==> src/design/eased_tween_interpolator_top_assert.svh <==
// Assertion macros for the eased tween interpolator.
`ifndef EASED_TWEEN_INTERPOLATOR_TOP_ASSERT_SVH
`define EASED_TWEEN_INTERPOLATOR_TOP_ASSERT_SVH

// Same-cycle implication, held off during reset.
`define ETI_ASSERT_NOW(label, clk, rst_n, ante, cons, msg) \
	label: assert property (@(posedge clk) disable iff (!(rst_n)) (ante) |-> (cons)) \
		else $error(msg);

// Next-cycle implication, held off during reset.
`define ETI_ASSERT_NEXT(label, clk, rst_n, ante, cons, msg) \
	label: assert property (@(posedge clk) disable iff (!(rst_n)) (ante) |=> (cons)) \
		else $error(msg);

`endif

==> src/design/eti_pkg.sv <==
`timescale 1ns / 1ps
package eti_pkg;

	localparam int STEP_BITS = 4;
	localparam int EPS_BITS = 31;
	localparam logic [EPS_BITS-1:0] EPS_RESET = 31'd66;
	localparam int TSTEP_BITS = 16;
	localparam int ADDR_BITS = 3;
	localparam logic IDX_EPS = 1'b0;

	localparam logic [1:0] CMD_SNAP = 2'd0;
	localparam logic [1:0] CMD_TWEEN = 2'd1;
	localparam logic [1:0] CMD_TICK = 2'd2;

	localparam logic [1:0] EASE_LINEAR = 2'd0;
	localparam logic [1:0] EASE_OUT = 2'd1;
	localparam logic [1:0] EASE_INOUT = 2'd2;

	localparam logic [STEP_BITS-1:0] S_WAIT = 4'd0;
	localparam logic [STEP_BITS-1:0] S_EXEC = 4'd1;
	localparam logic [STEP_BITS-1:0] S_DIV = 4'd2;
	localparam logic [STEP_BITS-1:0] S_PREP = 4'd3;
	localparam logic [STEP_BITS-1:0] S_SQ = 4'd4;
	localparam logic [STEP_BITS-1:0] S_CUBE = 4'd5;
	localparam logic [STEP_BITS-1:0] S_HI = 4'd6;
	localparam logic [STEP_BITS-1:0] S_LO = 4'd7;
	localparam logic [STEP_BITS-1:0] S_APPLY = 4'd8;
	localparam logic [STEP_BITS-1:0] S_REPORT = 4'd9;

	typedef enum logic [3:0] {
		OP_NOP,
		OP_WAIT,
		OP_EXEC,
		OP_DIV,
		OP_PREP,
		OP_SQ,
		OP_CUBE,
		OP_HI,
		OP_LO,
		OP_APPLY,
		OP_REPORT
	} op_t;

	typedef enum logic [2:0] {
		C_NONE,
		C_NO_ACCEPT,
		C_NO_WORK,
		C_COUNT_NZ,
		C_LINEAR,
		C_OUT_BUSY
	} cond_t;

	typedef struct packed {
		op_t                  op;
		cond_t                cond;
		logic [STEP_BITS-1:0] jump_to;
		logic [STEP_BITS-1:0] next_to;
	} ctrl_t;

	typedef struct packed {
		logic accept;
		logic tick_go;
		logic count_nz;
		logic linear;
		logic out_busy;
	} flags_t;

	function automatic ctrl_t rom_word(input logic [STEP_BITS-1:0] s);
		ctrl_t w;
		unique case (s)
			S_WAIT:   w = '{op: OP_WAIT, cond: C_NO_ACCEPT, jump_to: S_WAIT, next_to: S_EXEC};
			S_EXEC:   w = '{op: OP_EXEC, cond: C_NO_WORK, jump_to: S_REPORT, next_to: S_DIV};
			S_DIV:    w = '{op: OP_DIV, cond: C_COUNT_NZ, jump_to: S_DIV, next_to: S_PREP};
			S_PREP:   w = '{op: OP_PREP, cond: C_LINEAR, jump_to: S_HI, next_to: S_SQ};
			S_SQ:     w = '{op: OP_SQ, cond: C_NONE, jump_to: S_WAIT, next_to: S_CUBE};
			S_CUBE:   w = '{op: OP_CUBE, cond: C_NONE, jump_to: S_WAIT, next_to: S_HI};
			S_HI:     w = '{op: OP_HI, cond: C_NONE, jump_to: S_WAIT, next_to: S_LO};
			S_LO:     w = '{op: OP_LO, cond: C_NONE, jump_to: S_WAIT, next_to: S_APPLY};
			S_APPLY:  w = '{op: OP_APPLY, cond: C_NONE, jump_to: S_WAIT, next_to: S_REPORT};
			S_REPORT: w = '{op: OP_REPORT, cond: C_OUT_BUSY, jump_to: S_REPORT, next_to: S_WAIT};
			default:  w = '{op: OP_NOP, cond: C_NONE, jump_to: S_WAIT, next_to: S_WAIT};
		endcase
		return w;
	endfunction

endpackage

==> src/design/eti_item_if.sv <==
`timescale 1ns / 1ps
interface eti_item_if #(
	parameter int VALUE_BITS = 32,
	parameter int TIME_BITS = 24
);
	logic                                valid;
	logic                                ready;
	logic [1:0]                          command;
	logic signed [VALUE_BITS-1:0]        value_in;
	logic [TIME_BITS-1:0]                duration_ticks;
	logic [1:0]                          ease_mode;
	logic [eti_pkg::TSTEP_BITS-1:0]      time_step;

	modport source (
		output valid, command, value_in, duration_ticks, ease_mode, time_step,
		input  ready
	);
	modport sink (
		input  valid, command, value_in, duration_ticks, ease_mode, time_step,
		output ready
	);
endinterface

==> src/design/eti_result_if.sv <==
`timescale 1ns / 1ps
interface eti_result_if #(
	parameter int VALUE_BITS = 32
);
	logic                         valid;
	logic                         ready;
	logic signed [VALUE_BITS-1:0] current_value;
	logic                         still_moving;

	modport source (
		output valid, current_value, still_moving,
		input  ready
	);
	modport sink (
		input  valid, current_value, still_moving,
		output ready
	);
endinterface

==> src/design/eti_seq.sv <==
`timescale 1ns / 1ps
module eti_seq (
	input  logic            clk,
	input  logic            arst_n,
	input  eti_pkg::flags_t flags,
	output eti_pkg::ctrl_t  ctrl
);

	logic [eti_pkg::STEP_BITS-1:0] step_q;
	logic                          take;

	assign ctrl = eti_pkg::rom_word(step_q);

	always_comb begin
		unique case (ctrl.cond)
			eti_pkg::C_NONE:      take = 1'b0;
			eti_pkg::C_NO_ACCEPT: take = !flags.accept;
			eti_pkg::C_NO_WORK:   take = !flags.tick_go;
			eti_pkg::C_COUNT_NZ:  take = flags.count_nz;
			eti_pkg::C_LINEAR:    take = flags.linear;
			eti_pkg::C_OUT_BUSY:  take = flags.out_busy;
			default:              take = 1'b0;
		endcase
	end

	always_ff @(posedge clk or negedge arst_n) begin
		if (!arst_n) begin
			step_q <= eti_pkg::S_WAIT;
		end else begin
			step_q <= take ? ctrl.jump_to : ctrl.next_to;
		end
	end

endmodule

==> src/design/eased_tween_interpolator_top.sv <==
`timescale 1ns / 1ps
// Animates one signed fixed-point value (FRACTION_BITS fraction bits) toward a target. Each
// transaction on item is a snap, a retarget with duration and ease curve (linear, out-cubic,
// in-out-cubic), or a tick; each one yields exactly one transaction on result with the value
// and a still-moving flag judged against settle_epsilon (APB register at byte address 0,
// reset 66). A small microcode program steps a shared datapath: snap, retarget, an idle tick
// and a zero tick go from the wait step through the execute step to the report step, where
// the result is loaded; a tween tick also passes the divide, prep, square, cube, high, low
// and apply steps, skipping square and cube on the linear curve, and so uses the restoring
// divider for elapsed/duration, one quotient bit per cycle, and the single multiplier used in
// turn for the cube and the scaling of the span. A new item is taken only while the
// sequencer is at its wait step; a result still waiting on result holds the next item at the
// report step, and with it any further acceptance, until result takes the waiting one.
`include "eased_tween_interpolator_top_assert.svh"
module eased_tween_interpolator_top #(
	parameter int VALUE_BITS = 32,
	parameter int TIME_BITS = 24,
	parameter int FRACTION_BITS = 16
) (
	input  logic                          clk,
	input  logic                          arst_n,
	eti_item_if.sink                      item,
	eti_result_if.source                  result,
	input  logic                          psel,
	input  logic                          penable,
	input  logic                          pwrite,
	input  logic [eti_pkg::ADDR_BITS-1:0] paddr,
	input  logic [31:0]                   pwdata,
	output logic [31:0]                   prdata,
	output logic                          pready
);

	localparam int F = FRACTION_BITS;
	localparam int MUL_A_BITS = (VALUE_BITS - F > F + 1) ? VALUE_BITS - F : F + 1;
	localparam int MUL_P_BITS = MUL_A_BITS + F + 1;
	localparam int CNT_BITS = $clog2(F + 1);
	localparam int SUM_BITS = ((TIME_BITS > eti_pkg::TSTEP_BITS) ? TIME_BITS
		: eti_pkg::TSTEP_BITS) + 1;
	localparam int CMP_BITS = (VALUE_BITS > eti_pkg::EPS_BITS) ? VALUE_BITS
		: eti_pkg::EPS_BITS;
	localparam logic [F:0] ONE = {1'b1, {F{1'b0}}};
	localparam logic [F:0] HALF = {2'b01, {(F-1){1'b0}}};

	eti_pkg::ctrl_t  ctrl;
	eti_pkg::flags_t flags;

	eti_seq u_seq (
		.clk   (clk),
		.arst_n(arst_n),
		.flags (flags),
		.ctrl  (ctrl)
	);

	// Item registers
	logic [1:0]                         cmd_q;
	logic signed [VALUE_BITS-1:0]       val_q;
	logic [TIME_BITS-1:0]               dur_q;
	logic [1:0]                         mode_q;
	logic [eti_pkg::TSTEP_BITS-1:0]     tstep_q;

	// Animation state
	logic signed [VALUE_BITS-1:0]       present_q;
	logic signed [VALUE_BITS-1:0]       start_q;
	logic signed [VALUE_BITS-1:0]       goal_q;
	logic [TIME_BITS-1:0]               total_q;
	logic [TIME_BITS-1:0]               spent_q;
	logic [1:0]                         curve_q;
	logic                               running_q;
	logic [eti_pkg::EPS_BITS-1:0]       eps_q;

	// Working registers
	logic [TIME_BITS:0]                 rem_q;
	logic [F:0]                         quot_q;
	logic [CNT_BITS-1:0]                cnt_q;
	logic [F:0]                         u_q;
	logic [F:0]                         sq_q;
	logic [F:0]                         e_q;
	logic [VALUE_BITS-1:0]              mag_q;
	logic                               neg_q;
	logic [VALUE_BITS-1:0]              acc_q;

	logic                               out_valid_q;
	logic signed [VALUE_BITS-1:0]       out_value_q;
	logic                               out_moving_q;

	logic                               in_ready;
	logic                               accept;
	logic                               tick_go;
	logic                               load_out;
	logic                               cfg_write;
	logic [SUM_BITS-1:0]                spent_sum;
	logic [TIME_BITS-1:0]               spent_sat;
	logic                               div_ge;
	logic [TIME_BITS:0]                 rem_sub;
	logic [VALUE_BITS:0]                span;
	logic [VALUE_BITS:0]                span_abs;
	logic [VALUE_BITS:0]                gap;
	logic [VALUE_BITS:0]                gap_abs;
	logic                               moving;
	logic [MUL_A_BITS-1:0]              mul_a;
	logic [F:0]                         mul_b;
	logic [MUL_P_BITS-1:0]              mul_p;
	logic [F:0]                         mul_frac;
	logic [F:0]                         ease_cube;
	logic [F:0]                         ease_x;
	logic [F:0]                         u_x;
	logic                               linear;

	assign in_ready = (ctrl.op == eti_pkg::OP_WAIT);
	assign item.ready = in_ready;
	assign accept = item.valid && in_ready;
	assign tick_go = (cmd_q == eti_pkg::CMD_TICK) && running_q
		&& (tstep_q != '0);
	assign linear = (curve_q != eti_pkg::EASE_OUT) && (curve_q != eti_pkg::EASE_INOUT);

	assign flags.accept = accept;
	assign flags.tick_go = tick_go;
	assign flags.count_nz = (cnt_q != '0);
	assign flags.linear = linear;
	assign flags.out_busy = out_valid_q && !result.ready;

	assign load_out = (ctrl.op == eti_pkg::OP_REPORT) && !flags.out_busy;

	assign result.valid = out_valid_q;
	assign result.current_value = out_value_q;
	assign result.still_moving = out_moving_q;

	assign pready = 1'b1;
	assign cfg_write = psel && penable && pwrite
		&& (paddr[eti_pkg::ADDR_BITS-1:2] == eti_pkg::IDX_EPS);
	assign prdata = (paddr[eti_pkg::ADDR_BITS-1:2] == eti_pkg::IDX_EPS)
		? {1'b0, eps_q} : 32'd0;

	assign spent_sum = SUM_BITS'(spent_q) + SUM_BITS'(tstep_q);
	assign spent_sat = (spent_sum > SUM_BITS'(total_q)) ? total_q
		: spent_sum[TIME_BITS-1:0];

	assign div_ge = (rem_q >= {1'b0, total_q});
	assign rem_sub = div_ge ? (rem_q - {1'b0, total_q}) : rem_q;

	assign span = {goal_q[VALUE_BITS-1], goal_q} - {start_q[VALUE_BITS-1], start_q};
	assign span_abs = span[VALUE_BITS] ? (~span + 1'b1) : span;
	assign gap = {goal_q[VALUE_BITS-1], goal_q} - {present_q[VALUE_BITS-1], present_q};
	assign gap_abs = gap[VALUE_BITS] ? (~gap + 1'b1) : gap;
	assign moving = running_q
		|| (CMP_BITS'(gap_abs[VALUE_BITS-1:0]) > CMP_BITS'(eps_q));

	assign u_x = (curve_q == eti_pkg::EASE_OUT) ? (ONE - quot_q)
		: ((quot_q < HALF) ? quot_q : ((ONE - quot_q) << 1));

	always_comb begin
		mul_a = '0;
		mul_b = '0;
		unique case (ctrl.op)
			eti_pkg::OP_SQ: begin
				mul_a = MUL_A_BITS'(u_q);
				mul_b = u_q;
			end
			eti_pkg::OP_CUBE: begin
				mul_a = MUL_A_BITS'(sq_q);
				mul_b = u_q;
			end
			eti_pkg::OP_HI: begin
				mul_a = MUL_A_BITS'(mag_q >> F);
				mul_b = e_q;
			end
			eti_pkg::OP_LO: begin
				mul_a = MUL_A_BITS'(mag_q[F-1:0]);
				mul_b = e_q;
			end
			default: begin
				mul_a = '0;
				mul_b = '0;
			end
		endcase
	end

	assign mul_p = MUL_P_BITS'(mul_a) * MUL_P_BITS'(mul_b);
	assign mul_frac = mul_p[2*F:F];
	assign ease_cube = mul_frac;
	assign ease_x = (curve_q == eti_pkg::EASE_OUT) ? (ONE - ease_cube)
		: ((quot_q < HALF) ? (ease_cube << 2) : (ONE - (ease_cube >> 1)));

	always_ff @(posedge clk or negedge arst_n) begin
		if (!arst_n) begin
			present_q <= '0;
			start_q <= '0;
			goal_q <= '0;
			total_q <= '0;
			spent_q <= '0;
			curve_q <= eti_pkg::EASE_LINEAR;
			running_q <= 1'b0;
			out_valid_q <= 1'b0;
			eps_q <= eti_pkg::EPS_RESET;
		end else begin
			if (cfg_write) begin
				eps_q <= pwdata[eti_pkg::EPS_BITS-1:0];
			end
			if (load_out) begin
				out_valid_q <= 1'b1;
			end else if (out_valid_q && result.ready) begin
				out_valid_q <= 1'b0;
			end
			unique case (ctrl.op)
				eti_pkg::OP_EXEC: begin
					if ((cmd_q == eti_pkg::CMD_SNAP)
						|| ((cmd_q == eti_pkg::CMD_TWEEN) && (dur_q == '0))) begin
						present_q <= val_q;
						start_q <= val_q;
						goal_q <= val_q;
						total_q <= '0;
						spent_q <= '0;
						running_q <= 1'b0;
					end else if (cmd_q == eti_pkg::CMD_TWEEN) begin
						start_q <= present_q;
						goal_q <= val_q;
						total_q <= dur_q;
						spent_q <= '0;
						curve_q <= mode_q;
						running_q <= 1'b1;
					end else if (tick_go) begin
						spent_q <= spent_sat;
					end
				end
				eti_pkg::OP_APPLY: begin
					if (spent_q >= total_q) begin
						present_q <= goal_q;
						running_q <= 1'b0;
					end else begin
						present_q <= neg_q ? (start_q - acc_q) : (start_q + acc_q);
					end
				end
				default: begin
				end
			endcase
		end
	end

	always_ff @(posedge clk) begin
		if (accept) begin
			cmd_q <= item.command;
			val_q <= item.value_in;
			dur_q <= item.duration_ticks;
			mode_q <= item.ease_mode;
			tstep_q <= item.time_step;
		end
		unique case (ctrl.op)
			eti_pkg::OP_EXEC: begin
				rem_q <= {1'b0, spent_sat};
				quot_q <= '0;
				cnt_q <= CNT_BITS'(F);
			end
			eti_pkg::OP_DIV: begin
				rem_q <= {rem_sub[TIME_BITS-1:0], 1'b0};
				quot_q <= {quot_q[F-1:0], div_ge};
				cnt_q <= cnt_q - 1'b1;
			end
			eti_pkg::OP_PREP: begin
				u_q <= u_x;
				e_q <= quot_q;
				neg_q <= span[VALUE_BITS];
				mag_q <= span_abs[VALUE_BITS-1:0];
			end
			eti_pkg::OP_SQ: begin
				sq_q <= mul_frac;
			end
			eti_pkg::OP_CUBE: begin
				e_q <= ease_x;
			end
			eti_pkg::OP_HI: begin
				acc_q <= mul_p[VALUE_BITS-1:0];
			end
			eti_pkg::OP_LO: begin
				acc_q <= acc_q + VALUE_BITS'(mul_p[MUL_P_BITS-1:F]);
			end
			eti_pkg::OP_REPORT: begin
				if (!flags.out_busy) begin
					out_value_q <= present_q;
					out_moving_q <= moving;
				end
			end
			default: begin
			end
		endcase
	end

	`ETI_ASSERT_NEXT(a_busy_after_take, clk, arst_n, accept, !item.ready, "ready held after take")
	`ETI_ASSERT_NOW(a_run_has_total, clk, arst_n, running_q, total_q != '0, "tween without length")
	`ETI_ASSERT_NOW(a_spent_bounded, clk, arst_n, 1'b1, spent_q <= total_q, "elapsed beyond length")
	`ETI_ASSERT_NOW(a_frac_bounded, clk, arst_n, ctrl.op == eti_pkg::OP_HI, e_q <= ONE, "ease above one")

endmodule
==> src/flat_wrapper.sv <==
// flat-port wrapper written by rule: the top's interface ports become plain ports
module eased_tween_interpolator_top_flat 
#(
	parameter int VALUE_BITS = 32,
	parameter int TIME_BITS = 24,
	parameter int FRACTION_BITS = 16
)
  (clk, arst_n, psel, penable, pwrite, paddr, pwdata, prdata, pready, item_valid, item_command, item_value_in, item_duration_ticks, item_ease_mode, item_time_step, item_ready, result_valid, result_current_value, result_still_moving, result_ready);
  eti_item_if #(.VALUE_BITS(VALUE_BITS), .TIME_BITS(TIME_BITS)) item_i ();
  eti_result_if #(.VALUE_BITS(VALUE_BITS)) result_i ();
  input  logic clk;
  input  logic arst_n;
  input  logic psel;
  input  logic penable;
  input  logic pwrite;
  input  logic [eti_pkg::ADDR_BITS-1:0] paddr;
  input  logic [31:0] pwdata;
  output logic [31:0] prdata;
  output logic pready;
  input wire logic [$bits(item_i.valid)-1:0] item_valid;
  input wire logic [$bits(item_i.command)-1:0] item_command;
  input wire logic [$bits(item_i.value_in)-1:0] item_value_in;
  input wire logic [$bits(item_i.duration_ticks)-1:0] item_duration_ticks;
  input wire logic [$bits(item_i.ease_mode)-1:0] item_ease_mode;
  input wire logic [$bits(item_i.time_step)-1:0] item_time_step;
  output wire logic [$bits(item_i.ready)-1:0] item_ready;
  output wire logic [$bits(result_i.valid)-1:0] result_valid;
  output wire logic [$bits(result_i.current_value)-1:0] result_current_value;
  output wire logic [$bits(result_i.still_moving)-1:0] result_still_moving;
  input wire logic [$bits(result_i.ready)-1:0] result_ready;
  assign item_i.valid = item_valid;
  assign item_i.command = item_command;
  assign item_i.value_in = item_value_in;
  assign item_i.duration_ticks = item_duration_ticks;
  assign item_i.ease_mode = item_ease_mode;
  assign item_i.time_step = item_time_step;
  assign item_ready = item_i.ready;
  assign result_valid = result_i.valid;
  assign result_current_value = result_i.current_value;
  assign result_still_moving = result_i.still_moving;
  assign result_i.ready = result_ready;
  eased_tween_interpolator_top #(.VALUE_BITS(VALUE_BITS), .TIME_BITS(TIME_BITS), .FRACTION_BITS(FRACTION_BITS)) u_core (.clk(clk), .arst_n(arst_n), .item(item_i), .result(result_i), .psel(psel), .penable(penable), .pwrite(pwrite), .paddr(paddr), .pwdata(pwdata), .prdata(prdata), .pready(pready));
endmodule
==> config.mk <==
export PLATFORM = sky130hd
export DESIGN_NAME = eased_tween_interpolator_top_flat
export DESIGN_NICKNAME = d
export VERILOG_FILES = /design/src/design/eti_pkg.sv /design/src/design/eti_item_if.sv /design/src/design/eti_result_if.sv /design/src/design/eti_seq.sv /design/src/design/eased_tween_interpolator_top.sv /design/src/flat_wrapper.sv
export VERILOG_INCLUDE_DIRS = /design/src /design/src/design
export SDC_FILE = /design/constraint.sdc
export NUM_CORES = 2
export LEC_CHECK = 0
export ABC_CLOCK_PERIOD_IN_PS = 18500
export BUFFER_PORTS_ARGS = -buffer_cell sky130_fd_sc_hd__buf_2
export CAP_MARGIN = 0
export CELL_PAD_IN_SITES_DETAIL_PLACEMENT = 1
export CELL_PAD_IN_SITES_GLOBAL_PLACEMENT = 2
export CORE_MARGIN = 4
export CORE_UTILIZATION = 44
export CTS_CLUSTER_DIAMETER = 80
export DETAILED_ROUTE_END_ITERATION = 16
export HOLD_SLACK_MARGIN = 0.15
export PLACE_DENSITY_LB_ADDON = 0.1
export RECOVER_POWER = 50
export SLEW_MARGIN = 5
export SYNTH_ARGS = -nofsm -noshare
export SYNTH_HDL_FRONTEND = slang
export SYNTH_SLANG_ARGS = --single-unit
==> constraint.sdc <==
create_clock -name clk -period 18.5 [get_ports clk]
set_clock_uncertainty 0.05 [all_clocks]
set_input_delay 0.925 -clock clk [delete_from_list [all_inputs] [get_ports clk]]
set_output_delay 0.925 -clock clk [all_outputs]
set_load 0.02 [all_outputs]
## After elaboration in Yosys (flattened, before gate mapping)

Memory sizes are Yosys's and may differ from the RTL's.
Cells that the tools add are included.

- ROM bits: 240
- Memories: 1
- Output and inout bits: 68
- Word-level logic and storage cells: 147
- Register bits after elaboration: 455

- $add $sub $neg: 13
- $mul: 1
- Eq/ne operators: 23
- Bitwise logic cells: 5
- Multiplexer cells: 37
- $lt $le $gt $ge: 5
- Reduce and logical (&&, ||, !) cells: 36

Memory list:

| name | words | width | read ports | clocked after Yosys merged registers in | write ports | RTL line | RTL |
|---|---|---|---|---|---|---|---|
| (name not given) | 16 | 15 | 1 | 0 | 0 | eti_pkg.sv:70 | `unique case (s)` |

Operators by type and width:

| kind | count |
|---|---|
| 2-to-1 mux 32 bit | 9 |
| 2-to-1 mux 24 bit | 7 |
| case mux 32 bit (2 select lines) | 2 |
| case mux 17 bit (2 select lines) | 3 |
| 2-to-1 mux 17 bit | 4 |
| case mux 17 bit (4 select lines) | 1 |
| subtractor 32 x 32 -> 33 bit | 2 |
| adder 32 x 1 -> 32 bit, second input constant | 2 |
| NOT 32 bit | 2 |
| case mux 25 bit (2 select lines) | 1 |
| multiplier 17 x 17 -> 34 bit | 1 |
| subtractor 17 bit, first input constant | 2 |
| adder 32 x 18 -> 32 bit | 1 |
| adder 32 bit | 1 |
| greater-than comparator 32 x 31 -> 1 bit | 1 |
| subtractor 32 bit | 1 |
| 2-to-1 mux 31 bit | 1 |
| adder 24 x 16 -> 25 bit | 1 |
| >= comparator 25 x 24 -> 1 bit | 1 |
| greater-than comparator 25 x 24 -> 1 bit | 1 |
| >= comparator 24 bit | 1 |
| zero test 24 bit | 1 |
| subtractor 24 bit | 1 |
| < comparator 17 x 16 -> 1 bit, second input constant | 1 |
| other kinds (31) | 72 |

## Logic depth before layout (Yosys ltp)

An unclocked memory read counts as a cell.

- Depth in word-level cells: 9
- Mapped depth: 44

## Hierarchy

Synthesis repeated with hierarchy kept, for this count alone.

- Cell total of the unflattened synthesis: 4634
- Area, all modules: 41573.6 µm²

By module, submodules not included:

| module | cells each | instances | sequential area each (µm²) | area each (µm²) |
|---|---|---|---|---|
| eased_tween_interpolator_top | 4584 | 1 | 12649.6 | 41100.7 |
| eti_seq | 50 | 1 | 100.1 | 473.0 |

## Least setup slack after synthesis

OpenSTA, ideal clock, no wires.

- Kind: register to register
- Start point: register u_core.u_seq.step_q[0] (netlist bit)
- End point: register u_core.acc_q[31], data pin
- Buffers on the path: 3
- Stages on the path, launching flop included: 40
- Required time: 18.183 ns
- Data arrival time: 10.700 ns
- Slack: 7.483 ns
- Clock period less this slack: 11.017 ns
- Cells stage by stage: dfrtp_1 ha_1 nand2b_1 o21ai_0 nand2b_1 nor3_1 nand2b_1 clkbuf_1 buf_1 a22oi_1 nor2_1 nand2_1 fa_1 fa_1 inv_1 fa_1 fa_1 fa_1 (+4 left out) buf_2 nand3_2 nor2_1 nand2_1 o31ai_2 o211ai_1 a21oi_1 xor2_1 ha_1 nor2b_1 o21ai_0 nand2b_1 a21oi_1 nand2_1 o221ai_1 nor4b_1 xnor2_1 o21ai_0

- Cells in the longest elaborated chain, start to end: 7
- Elaborated cells between the ends (all ways): 12
- Classes of those cells: 1 x add/sub; 1 x mul; 4 x eq/ne; 3 x mux; 2 x reduce/logical; 1 x memory

Ends and longest elaborated chain:

| element | RTL line | RTL |
|---|---|---|
| from (decl) | eti_seq.sv:9 | `logic [eti_pkg::STEP_BITS-1:0] step_q;` |
| from (signal assigned) | eti_seq.sv:28 | `step_q <= eti_pkg::S_WAIT;` |
| from (signal assigned) | eti_seq.sv:30 | `step_q <= take ? ctrl.jump_to : ctrl.next_to;` |
| memory read (16 x 15 bit) (*) | - |  |
| == test 4 x 3 -> 1 bit / == test 4 bit (equally long branches) | eased_tween_interpolator_top.sv:154 | `unique case (ctrl.op)` |
| OR reduction 2 bit (no source line) | - |  |
| case mux 17 bit (2 select lines) | eased_tween_interpolator_top.sv:154 |  |
| multiplier 17 x 17 -> 34 bit (*) | eased_tween_interpolator_top.sv:178 | `assign mul_p = MUL_P_BITS'(mul_a) * MUL_P_BITS'(mul_b);` |
| net u_core.mul_p[29] | eased_tween_interpolator_top.sv:102 | `logic [MUL_P_BITS-1:0] mul_p;` |
| adder 32 x 18 -> 32 bit (*) | eased_tween_interpolator_top.sv:274 | `acc_q <= acc_q + VALUE_BITS'(mul_p[MUL_P_BITS-1:F]);` |
| case mux 32 bit (2 select lines) (*) | eased_tween_interpolator_top.sv:247 | `unique case (ctrl.op)` |
| to (signal assigned) | eased_tween_interpolator_top.sv:271 | `acc_q <= mul_p[VALUE_BITS-1:0];` |
| to (signal assigned) | eased_tween_interpolator_top.sv:274 |  |
| to (decl) | eased_tween_interpolator_top.sv:80 | `logic [VALUE_BITS-1:0] acc_q;` |

The timed path passes the listed nets; every way through them passes the cells marked *.
A chain may end at the register's enable or synchronous reset.

## Worst setup path after layout

- Start point: register u_core.u_seq.step_q[0] (netlist bit)
- End point: register u_core.acc_q[28], data pin

The elaborated chain is that of the path after synthesis.

==> reports/summary.txt <==
OUTCOME
----------------------------------------------------------------------------------------
Violations in the final reports                                             capacitance limit, slew limit
Run status                                                                  finished, violations left

GLOBAL ROUTING
----------------------------------------------------------------------------------------
Aggregate global routing overflow                                                      0
Combined global-route utilization of all metal layers                              28.1%
Pin count of the biggest net entering global routing                                  73
Global-route wire length before repair                                         218000 um
Via count of the first global-routing pass                                         36400
Number of antenna violations at the first check in global routing                      2

CRITICAL PATH
----------------------------------------------------------------------------------------
Critical path type                                                          flop to flop
CP Capture Type                                                                     flop
Required time of the critical path                                              18.82 ns
Delay contributed by the slowest stage of the critical path                      1.12 ns
Critical path's slowest cell                                                sky130_fd_sc_hd__a22oi_1
Critical path startpoint category                                                   flop
WP data arrival                                                                 13.00 ns
Maximum net fanout on the critical path                                               30
Reg2Reg Depth                                                                         35

TIMING
----------------------------------------------------------------------------------------
Final critical-path share of the clock period                                      68.5%
Worst-margin pin slew                                                            3.70 ns
Fmax achieved                                                                   78.9 MHz
Hold Vio Cnt, Final                                                                    0
Min Clock Period, post-route                                                    12.68 ns
Total count of max-transition violations in the final report                         445
Post-Route Hold Slack                                                           0.398 ns
Slew margin rel.                                                                   -146%
Final setup violation count                                                            0
Setup repair after global routing missed its margin                                   no
Final-layout setup total negative slack                                             0 ns

LOGIC SYNTHESIS
----------------------------------------------------------------------------------------
Number of enable flip-flop cells after synthesis                                     272
Post-Syn Area per Cell                                                         9.12 um^2
Top flip-flop cell by instance count after synthesis                        sky130_fd_sc_hd__edfxtp_1
Synth Net Count                                                                     5287
Netlist area before placement                                                0.0418 mm^2
Share of flip-flops with an asynchronous set or reset                              40.2%
#FFs+latches synth                                                                   455
Number of warnings reported in the yosys synthesis log                                 0
Distinct cell type count of the synthesized netlist                                  106
Sequential cell area fraction in the yosys report                                  30.5%
Number of cells produced by synthesis                                               4585

CELLS AND AREA
----------------------------------------------------------------------------------------
Footprint of the multi-input gates                                           0.0266 mm^2
Share of layout cells above drive strength 1                                       8.28%
Count of filler cells inserted in the layout                                       10900
Reg area                                                                     0.0127 mm^2
Final Core Density                                                                 49.0%
Synth-to-layout area growth                                                        9.79%
Number of nets in the final layout                                                  5416
Number of antenna diodes                                                               0
Fin cells                                                                           6011

PWR
----------------------------------------------------------------------------------------
Internal cell power                                                              4.87 mW
Clk pwr share                                                                      11.5%
Reported leakage power                                                           20.0 nW
Proportion of power drawn by combinational gates                                   67.7%
Part of the total power dissipated in sequential elements                          20.8%
IR Drop Worst-Case VDD                                                          0.120 mV
Overall power consumption                                                        9.84 mW
Switching Power                                                                  4.97 mW
Power per unit of standard cell area                                         214 mW/mm^2
Switch share                                                                       50.5%

ROUTING
----------------------------------------------------------------------------------------
Routed via count divided by cell count                                              5.83
Initial drt markers                                                                 2478
Number of search-and-repair iterations in the first detailed-routing pass              5
Remaining number of nets flagged by the antenna check after routing                    0
Total Routed Length                                                            140000 um
Vias after detailed routing                                                        35000
Routed WL per cell                                                               23.3 um
Post-route DRC violation count                                                         0

PLACED DESIGN
----------------------------------------------------------------------------------------
Routability-driven placement congestion ratio                                      0.902
Detailed-placement wirelength estimate                                         110000 um
IO Port Bufs                                                                         180
Number of placed instances, taps included                                           5911

CLOCK NETWORK
----------------------------------------------------------------------------------------
CTS Buffer Depth                                                                       3
Clock slew at the register clock pins of the worst setup and hold paths          0.06 ns
Clock sink count                                                                     455
Total number of H-tree levels                                                          2
Clk root buf                                                                sky130_fd_sc_hd__clkbuf_16
Clock insertion delay at the later pin of the skew report                        0.65 ns
CTS tree                                                                           built
Postcts setup bufs                                                                     0
Num CTS Buffers                                                                       55
Hold buffer count at CTS                                                               0
Count of cells resized by post-cts repair                                              0

DIE
----------------------------------------------------------------------------------------
Die outline width                                                                 316 um
Height of the die                                                                 316 um
Effective utilization at floorplan                                                 44.6%
Boundary pin count                                                                   186
Total core area                                                              0.0937 mm^2
Area of the die                                                               0.100 mm^2
# rows                                                                               112

MIN PATH
----------------------------------------------------------------------------------------
Hold-critical path depth                                                               1
Min-delay worst type                                                        input port to flop

FLOW RUN
----------------------------------------------------------------------------------------
Max-capacitance violation count                                                        9

==> power by group through the flow <==
stage,registers (mW),clock network (mW),logic (mW)
final,2.05,1.13,6.66
after detailed placement,2.06,0,6.56
after global placement,2.04,0,6.41
after global routing,2.09,1.20,7.38
after CTS,2.04,1.16,6.63
after floorplan,1.85,0,4.83
==> final cells by class <==
| type | instances | area share (%) |
|---|---|---|
| clock buffer | 71 | 3.36 |
| clock inverter | 29 | 0.706 |
| inverter | 500 | 4.09 |
| multi-input combinational | 3463 | 58.0 |
| sequential | 455 | 27.8 |
| tap | 1254 | 3.42 |
| timing repair buffer | 239 | 2.64 |
==> state kept, by name, summed over array words and instances, names as in the netlist, 4 cells and up <==
signal and flops:
u_core.acc_q 32, u_core.goal_q 32, u_core.mag_q 32, u_core.present_q 32, u_core.result.current_value 32, u_core.start_q 32
u_core.val_q 32, u_core.eps_q 31, u_core.rem_q 25, u_core.dur_q 24, u_core.spent_q 24, u_core.total_q 24
u_core.e_q 17, u_core.quot_q 17, u_core.sq_q 17, u_core.u_q 17, u_core.tstep_q 16, u_core.cnt_q 5
u_core.u_seq.step_q 4
==> metal layers <==
metal	global-route usage, %	share of wire, %	wire, um
met5	0	0	0
met4	7.78	2.9	4130
met3	3.08	4.9	6850
met2	45.0	45	63400
met1	40.5	47	65800
==> cells in the mapped netlist, types with 46 or more instances <==
cell / n / share of area (%)
sky130_fd_sc_hd__a21o_1: 91 / 1.6
sky130_fd_sc_hd__a21oi_1: 271 / 3.2
sky130_fd_sc_hd__a22o_1: 51 / 1.1
sky130_fd_sc_hd__a22oi_1: 46 / 0.83
sky130_fd_sc_hd__and3_1: 46 / 0.69
sky130_fd_sc_hd__clkbuf_1: 140 / 1.3
sky130_fd_sc_hd__dfrtp_1: 181 / 11
sky130_fd_sc_hd__edfxtp_1: 272 / 20
sky130_fd_sc_hd__fa_1: 230 / 11
sky130_fd_sc_hd__ha_1: 354 / 11
sky130_fd_sc_hd__inv_1: 500 / 4.5
sky130_fd_sc_hd__mux2_2: 68 / 1.8
sky130_fd_sc_hd__mux2i_1: 78 / 1.9
sky130_fd_sc_hd__nand2_1: 440 / 3.9
sky130_fd_sc_hd__nand2b_1: 52 / 0.78
sky130_fd_sc_hd__nand3_1: 62 / 0.74
sky130_fd_sc_hd__nor2_1: 437 / 3.9
sky130_fd_sc_hd__nor3_1: 83 / 0.99
sky130_fd_sc_hd__o21ai_0: 241 / 2.9
sky130_fd_sc_hd__xnor2_1: 199 / 4.2
sky130_fd_sc_hd__xor2_1: 78 / 1.6
==> critical path: cells and delay by family (launching register included) <==
family                   cells  cell delay (ns)
XOR/XNOR                     2             0.56
flip-flops                   1             0.45
AO/OA/AOI/OAI                8             3.31
adder cells (fa/ha/maj)      9             4.45
AND/OR/NAND/NOR              8             1.89
multiplexers                 1             0.66
buffers and inverters        7             1.00
==> per-stage QoR <==
stage,setup slack (ns),instance area [um^2]
finish,5.82,45900
global route,5.09,45900
CTS,5.95,46100
detailed placement,6.01,44200
global placement,6.18,44200
floorplan,7.48,41800
==> cell usage in the layout (no fill, tap or decap), drive strengths merged, types with 27 or more instances in the layout <==
cell type,Yosys,routed
edfxtp,272,272
nor2b,41,41
a22o,51,51
clkbuf,141,156
nor4,34,34
xor2,78,78
xnor2,200,200
buf,26,154
nand2,440,440
a22oi,46,46
fa,230,230
nand2b,52,52
ha,354,354
or3,39,39
a211oi,34,34
and3,46,46
mux2,68,68
mux2i,78,78
o21a,34,34
nor2,437,437
nand3,63,63
o21bai,27,27
dfrtp,181,181
inv,500,503
a21o,92,92
a21oi,274,274
nand4,36,36
a31oi,34,34
o21ai,245,245
nor3,85,85
and2,41,41
==> cell families after synthesis <==
| logic type | Yosys count | share of synthesized area, % |
|---|---|---|
| muxes | 146 | 3.70 |
| adders and majority gates | 584 | 21.6 |
| AOI/OAI and AO/OA | 1069 | 16.9 |
| DFF | 455 | 30.5 |
| and+or+nand+nor | 1384 | 15.4 |
| buffers and inverters | 667 | 6.03 |
| xor gates and xnor gates | 278 | 5.84 |
| other | 2 | 0.0180 |
==> final timing paths <==
kind / from / endpoint / slack (ns)
worst min register to register: u_core.mode_q[1] / u_core.curve_q[1] / 0.41
min in group asynchronous: arst_n / u_core.eps_q[2] / 1.45
worst max-delay path: u_core.u_seq.step_q[0] / u_core.acc_q[28] / 5.82
max in group asynchronous: arst_n / u_core.start_q[17] / 12.09
worst max register to register: u_core.u_seq.step_q[0] / u_core.acc_q[28] / 5.82
worst min-delay path: item_value_in[3] / u_core.val_q[3] / 0.40
Power figures use the tool's default switching activity.
